File: src/gdr_pkg.sv
// gdr_pkg: constants and types for the grid dda column raycaster
// no dependencies
package gdr_pkg;

    localparam int ScreenWidth  = 1024;
    localparam int ScreenHeight = 1024;
    localparam int MapDim       = 64;
    localparam int HorizonShift = 100;

    localparam int MapAw   = $clog2(MapDim);
    localparam int CellAw  = 2 * MapAw;
    localparam int CellW   = 4;
    localparam int SwW     = $clog2(ScreenWidth);
    localparam int CamShift = SwW - 17;

    localparam logic [23:0] DistMax   = 24'hFFFFFF;
    localparam logic [15:0] HeightMax = 16'hFFFF;
    localparam int          Row0      = ScreenHeight / 2 - HorizonShift;

    // register indexes
    localparam logic [2:0] RegPlayerX = 3'd0;
    localparam logic [2:0] RegPlayerY = 3'd1;
    localparam logic [2:0] RegDirX    = 3'd2;
    localparam logic [2:0] RegDirY    = 3'd3;
    localparam logic [2:0] RegPlaneX  = 3'd4;
    localparam logic [2:0] RegPlaneY  = 3'd5;

    // sequencer states
    typedef enum logic [10:0] {
        S_IDLE  = 11'b00000000001,
        S_RAY   = 11'b00000000010,
        S_DIVX  = 11'b00000000100,
        S_DIVY  = 11'b00000001000,
        S_INIT  = 11'b00000010000,
        S_STEP  = 11'b00000100000,
        S_READ  = 11'b00001000000,
        S_TEST  = 11'b00010000000,
        S_HDIV  = 11'b00100000000,
        S_ROWS  = 11'b01000000000,
        S_OUT   = 11'b10000000000
    } t_state;

    // divider control
    typedef struct packed {
        logic        start;
        logic [47:0] num;
        logic [33:0] den;
    } t_div_req;

endpackage

File: src/gdr_div.sv
// gdr_div: restoring divider, one quotient bit per cycle, for a 48-bit quotient
// depends on gdr_pkg
module gdr_div
    import gdr_pkg::*;
(
    input  logic        i_clk,
    input  logic        i_rst_n,
    input  t_div_req    i_req,
    output logic        o_done,
    output logic [47:0] o_quot
);
    logic [47:0] r_quot, n_quot;
    logic [34:0] r_rem, n_rem;
    logic [33:0] r_den;
    logic [5:0]  r_cnt;
    logic        r_busy, r_done;
    logic [34:0] w_trial;
    logic [34:0] w_sub;

    always_comb begin
        w_trial = {r_rem[33:0], r_quot[47]};
        w_sub   = w_trial - {1'b0, r_den};
        n_quot  = {r_quot[46:0], ~w_sub[34]};
        n_rem   = w_sub[34] ? w_trial : w_sub;
    end

    // iterate one bit a cycle
    always_ff @(posedge i_clk) begin
        if (!i_rst_n) begin
            r_busy <= 1'b0;
            r_done <= 1'b0;
            r_cnt  <= '0;
        end else begin
            r_done <= 1'b0;
            if (i_req.start) begin
                r_busy <= 1'b1;
                r_cnt  <= '0;
            end else if (r_busy) begin
                r_cnt <= r_cnt + 6'd1;
                if (r_cnt == 6'd47) begin
                    r_busy <= 1'b0;
                    r_done <= 1'b1;
                end
            end
        end
    end

    always_ff @(posedge i_clk) begin
        if (i_req.start) begin
            r_quot <= i_req.num;
            r_rem  <= '0;
            r_den  <= i_req.den;
        end else if (r_busy) begin
            r_quot <= n_quot;
            r_rem  <= n_rem;
        end
    end

    assign o_done = r_done;
    assign o_quot = r_quot;
endmodule

File: config.mk
export PLATFORM = sky130hd
export DESIGN_NAME = gdr_div
export DESIGN_NICKNAME = d
export VERILOG_FILES = /design/src/gdr_pkg.sv /design/src/gdr_div.sv
export SDC_FILE = /design/constraint.sdc
export NUM_CORES = 1
export LEC_CHECK = 0
export BUFFER_PORTS_ARGS = -buffer_cell sky130_fd_sc_hd__buf_2
export CORE_ASPECT_RATIO = 1.2
export CORE_MARGIN = 3
export CORE_UTILIZATION = 51
export DETAILED_ROUTE_END_ITERATION = 10
export PLACE_DENSITY = 0.77
export SETUP_SLACK_MARGIN = 0.15
export SLEW_MARGIN = 20
export SYNTH_ARGS = -nofsm -noshare
export SYNTH_HDL_FRONTEND = slang
export SYNTH_SLANG_ARGS = --single-unit
File: constraint.sdc
create_clock -name i_clk -period 2.92 [get_ports i_clk]
set_input_delay 0.146 -clock i_clk [delete_from_list [all_inputs] [get_ports i_clk]]
set_output_delay 0.146 -clock i_clk [all_outputs]
set_load 0.1 [all_outputs]
# --- Word-level counts from Yosys, hierarchy flattened ---
# Cells that the tools add are included.
totals:
  reg_bits: 124
  latchBits: 0
  ram_bits: 0
  romBits: 0
  inputBits: 85
  out_inout_bits: 49
  wordCells: 22
  n_memories: 0
classes:
  addsub: 2
  n_mul: 0
  div: 0
  n_lt_le_gt_ge: 0
  n_eq_ne: 1
  shifts: 0
  muxes: 7
  bitwise_logic: 3
  reduce_logical: 3
ops:
  columns: ["op", "n"]
  rows:
  - ["$mux 48", 2]
  - ["$sub 35x34->35", 1]
  - ["$mux 34", 1]
  - ["$add 6x1->6 const B", 1]
  - ["$eq 6x6->1 const B", 1]
  - ["$mux 1", 4]
  - ["$not 1->1", 3]
  - ["$reduce_or 3->1", 1]
  - ["$reduce_bool 2->1", 1]
  - ["$reduce_or 2->1", 1]

# --- Depth between registers and ports, before layout ---
depth:
  depth_word: 4
  depth_mapped: 13
  ltp_nobuf: 12

# --- Least setup slack after synthesis ---
# No wires, ideal clock.
synth_timing:
  kind: "reg2reg"
  start: "register r_quot[47], in the netlist o_quot[47]"
  end: "register r_rem[29]"
  setup_time_ns: 0.091
  arrival_ns: 3.458
  t_required_ns: 2.829
  path_slack_ns: -0.629
  stages_incl_launch_ff: 13
  n_path_buf: 0
  synth_period_minus_slack_ns: 3.549
  path_cell_list: "edfxtp_1 > inv_1 > ha_1 > inv_1 > fa_1 > a21o_1 > a221oi_2 > or4_4 > a311oi_2 > nor4_1 > nand3b_4 > or3_1 > a311oi_1"
synth_between:
  elab_chain_cells: 2
synth_lines:
  columns: ["element", "line_no", "source"]
  rows:
  - ["start, declared", "gdr_div.sv:12", "logic [47:0] r_quot, n_quot;"]
  - ["start signal, assigned", "gdr_div.sv:50", "r_quot <= i_req.num;"]
  - ["start signal, assigned", "gdr_div.sv:54", "r_quot <= n_quot;"]
  - ["$sub 35x34->35", "gdr_div.sv:22", "w_sub = w_trial - {1'b0, r_den};"]
  - ["$mux 34", "gdr_div.sv:24", "n_rem = w_sub[34] ? w_trial : w_sub;"]
  - ["end signal, assigned", "gdr_div.sv:55", "r_rem <= n_rem;"]
  - ["end, declared", "gdr_div.sv:13", "logic [34:0] r_rem, n_rem;"]
# No other way between the ends.
# A chain may end at the register's enable or synchronous reset.

# --- Final worst setup path ---
layout_timing:
  start: "register r_den[0]"
  end: "register r_rem[5]"
layout_between:
  elab_chain_cells: 2
layout_lines:
  columns: ["element", "line_no", "source"]
  rows:
  - ["start, declared", "gdr_div.sv:14", "logic [33:0] r_den;"]
  - ["start signal, assigned", "gdr_div.sv:52", "r_den <= i_req.den;"]
  - ["$sub 35x34->35", "gdr_div.sv:22", null]
  - ["$mux 34", "gdr_div.sv:24", null]
# No other way between the ends.

==> run metrics <==
status=finished, violations left; failing checks=setup timing; Finished Layout Cells=1060; post-placement cell count=980; Die Area=15260 sq um; via count=5992; Max Freq=317.8 MHz; number of flops mapped to enable cells by yosys=82; top cells by area, synth=edfxtp_1 35%, dfxtp_1 12%, mux2_2 7.5%, ha_1 6.2%, mux2i_1 4.0%; clock transition at the registers of the reported paths=0.06 ns; WHS=0.01981 ns; pin count of the biggest net entering global routing=62; Die Y-Extent=134.7 um; Syn Nets=799; Top cell by count, worst path=buf_12; Total GRT Usage=23.73%; Setup crit start kind=register; Initial Util=52.75%; routed len/inst=17.02 um; Num CTS Buffers=17; Synthesis Warnings=0; Routability Congestion=0.9036; worst-margin pin slew=1.001 ns; H-tree levels=4; worst-path fanout max=19; FP Rows=46; hold violation total from the final report=0; register area share after synthesis=46.89%; post-DP HPWL=12200 um; maximum VDD drop=479.9 uV; leakage power=0.004197 uW; drt pass-1 iters=5; synthesis-stage register bit count=124; DRC viols=0; Final ANT Viol Nets=0; Async SR Flop Fraction=0%; critical-path cell list=ha_4 -> inv_2 -> fa_2 -> a21o_1 -> a221oi_2 -> or4_4 -> a311oi_4 -> o21ai_1 -> nand3b_4 -> buf_12 -> buf_12 -> mux2i_4 -> a211oi_2; max_slew headroom=33.20%; TritonCTS clock tree=yes; CTS Root Cell=clkbuf_16; post-synth top area cell=edfxtp_1; count of cell types in the netlist=58; Diodes inserted=0; Layout area overhead=32.33%; vias in the first global route=6249; Arr. time, crit path=3.42 ns; RSZ-0062 raised after global routing=true; DIE WIDTH=113.3 um; Setup Viol. Count Final=35; CP max stage cell=or4_4; port bufs=133; Final nets=1000; Syn Area/Cell=10.39 sq um; DRT iter0 DRCs=336; post-route minimum period=3.147 ns; path type of the worst setup path=register to register; Worst Setup End Kind=register; fin crit share=107.8%; GRT overflow=0; # clock sinks=124; Placeable Area=13350 sq um; skew final=0.006503 ns; share of cells above drive strength 1=31.95%; Gate Count Post-Synth=678; Yosys top cell area share=34.96%; initial antenna violation count=0; drt via density=5.653; Final Worst Setup Slack=-0.2270 ns; Max Buffers Root-to-Sink=2; prevailing post-synth register cell=edfxtp_1; CP max stage delay=0.56 ns; Critical Path RT=3.19 ns; Hold Crit Class=input pin to register; cell area after synthesis=7044 sq um; drt total wl=18040 um; I/O pins=134; first-pass GRT wire length=29180 um; Slew Viols, Final=0; PD cells=635.5 nW/um^2; clk_lat worst skew=0.42 ns; number of max-cap violations=0
==> through the flow <==
step | TNS [ns] | total power, uW | util, % | setup slack [ns] | instance area [sq um]
4_1_cts | -3.897 | 5882 | 68.20 | -0.1815 | 9106
2_1_floorplan | -17.99 | 3350 | - | -0.6068 | 7078
3_5_place_dp | -3.355 | 3721 | 60.62 | -0.1442 | 8094
5_1_grt | -10.16 | 6163 | 69.81 | -0.3616 | 9321
3_3_place_gp | -0.8651 | 3688 | 60.62 | -0.04591 | 8094
6_report | -5.321 | 5924 | 69.81 | -0.2270 | 9321
==> power by group <==
group | internal [uW] | total (uW) | switching, uW
sequential | 2050 | 2130 | 87.9
combinational | 574 | 1690 | 1110
clock | 1270 | 2100 | 836
total | 3890 | 5920 | 2040
==> worst max-delay path, delay by kind of cell, from the launching register on <==
family,cells,cell delay [ns]
AOI/OAI and AO/OA,5,0.85
adders and majority gates,2,0.39
buffers and inverters,3,0.39
DFF,1,0.41
muxes,1,0.26
and+or+nand+nor,2,0.69
==> synthesized netlist by cell type, drive strengths merged, types with 2 or more instances <==
cell / number
o21a: 6
and4: 3
o31ai: 3
mux2i: 28
a211o: 2
o21ai: 32
xnor2: 17
nand2: 45
o211ai: 3
dfxtp: 42
o21bai: 2
nor4: 5
a221oi: 2
o311ai: 2
or3: 5
mux2: 47
nor2: 62
nor3: 8
nand3: 12
xor2: 12
a311oi: 5
clkbuf: 23
a22oi: 2
inv: 42
and3: 7
nand2b: 10
o211a: 2
a21boi: 2
a21o: 13
edfxtp: 82
a211oi: 22
nand3b: 3
a32oi: 4
or3b: 2
nor2b: 4
a21oi: 40
buf: 9
a31oi: 7
nand4: 8
ha: 35
and2: 5
nor3b: 3
==> area by class of cell <==
| cell class | count | area, sq um |
|---|---|---|
| multi-input combinational | 480 | 3600 |
| fill | 952 | 4031 |
| clock buffer | 17 | 425.4 |
| sequential | 124 | 3304 |
| timing repair buffer | 214 | 1461 |
| tap | 168 | 210.2 |
| inverter | 42 | 157.7 |
| clock inverter | 15 | 162.7 |
==> per-layer routing <==
layer / part of all wire (%) / up-vias / GRT usage [%]
li1: - / 2899 / -
met1: 40 / 2812 / 27.95
met2: 51 / 228 / 40.71
met3: 5.6 / 53 / 5.603
met4: 3.2 / 0 / 11.36
met5: 0 / - / 0
==> placed cells by master (no fill, tap or decap), types with 6 or more instances in the layout <==
cell type	n
inv_1	39
nand4_1	8
ha_1	34
dfxtp_1	41
mux2i_1	27
nand2_1	45
edfxtp_1	82
and3_1	7
a31oi_1	7
nor2_1	62
a211oi_1	21
buf_2	132
xnor2_1	17
mux2_2	47
nand3_1	11
o21ai_0	28
nor3_1	8
dlygate4sd3_1	35
o21a_1	6
nand2b_1	9
clkbuf_16	18
a21o_1	13
buf_4	37
xor2_1	12
a21oi_1	39
==> flip-flops by register name, indices dropped and copies added (netlist names) <==
| signal | flops |
|---|---|
| o_done | 1 |
| o_quot | 48 |
| r_busy | 1 |
| r_cnt | 6 |
| r_den | 34 |
| r_rem | 34 |
==> timing repair <==
action / in CTS / in global routing
setup endpoints to repair: 35 / 35
hold endpoints to repair: 35 / 0
cloned: 1 / 1
pin swaps: 3 / 23
buffers inserted: 2 / 9
resized for setup: 5 / 27
hold buffers: 35 / 0
==> kinds of logic (layout without fill, tap and decap cells) <==
logic type | Yosys count | count (layout) | synth area share, %
XOR/XNOR | 29 | 29 | 3.606
multiplexers | 75 | 75 | 11.49
buffers and inverters | 74 | 288 | 4.121
adder cells (fa/ha/maj) | 36 | 36 | 6.501
AND/OR/NAND/NOR | 185 | 185 | 12.88
AO/OA/AOI/OAI | 155 | 155 | 14.51
flip-flops | 124 | 124 | 46.89
==> path summary, 6_finish.rpt <==
check,slack (ns),depth (start not counted),from,end
min,0.02,2,i_req[67],o_quot[33]
max,-0.23,13,r_den[0],r_rem[5]
min reg2reg,0.51,2,r_rem[11],r_rem[11]
max reg2reg,-0.23,13,r_den[0],r_rem[5]
Power figures use the tool's default switching activity.
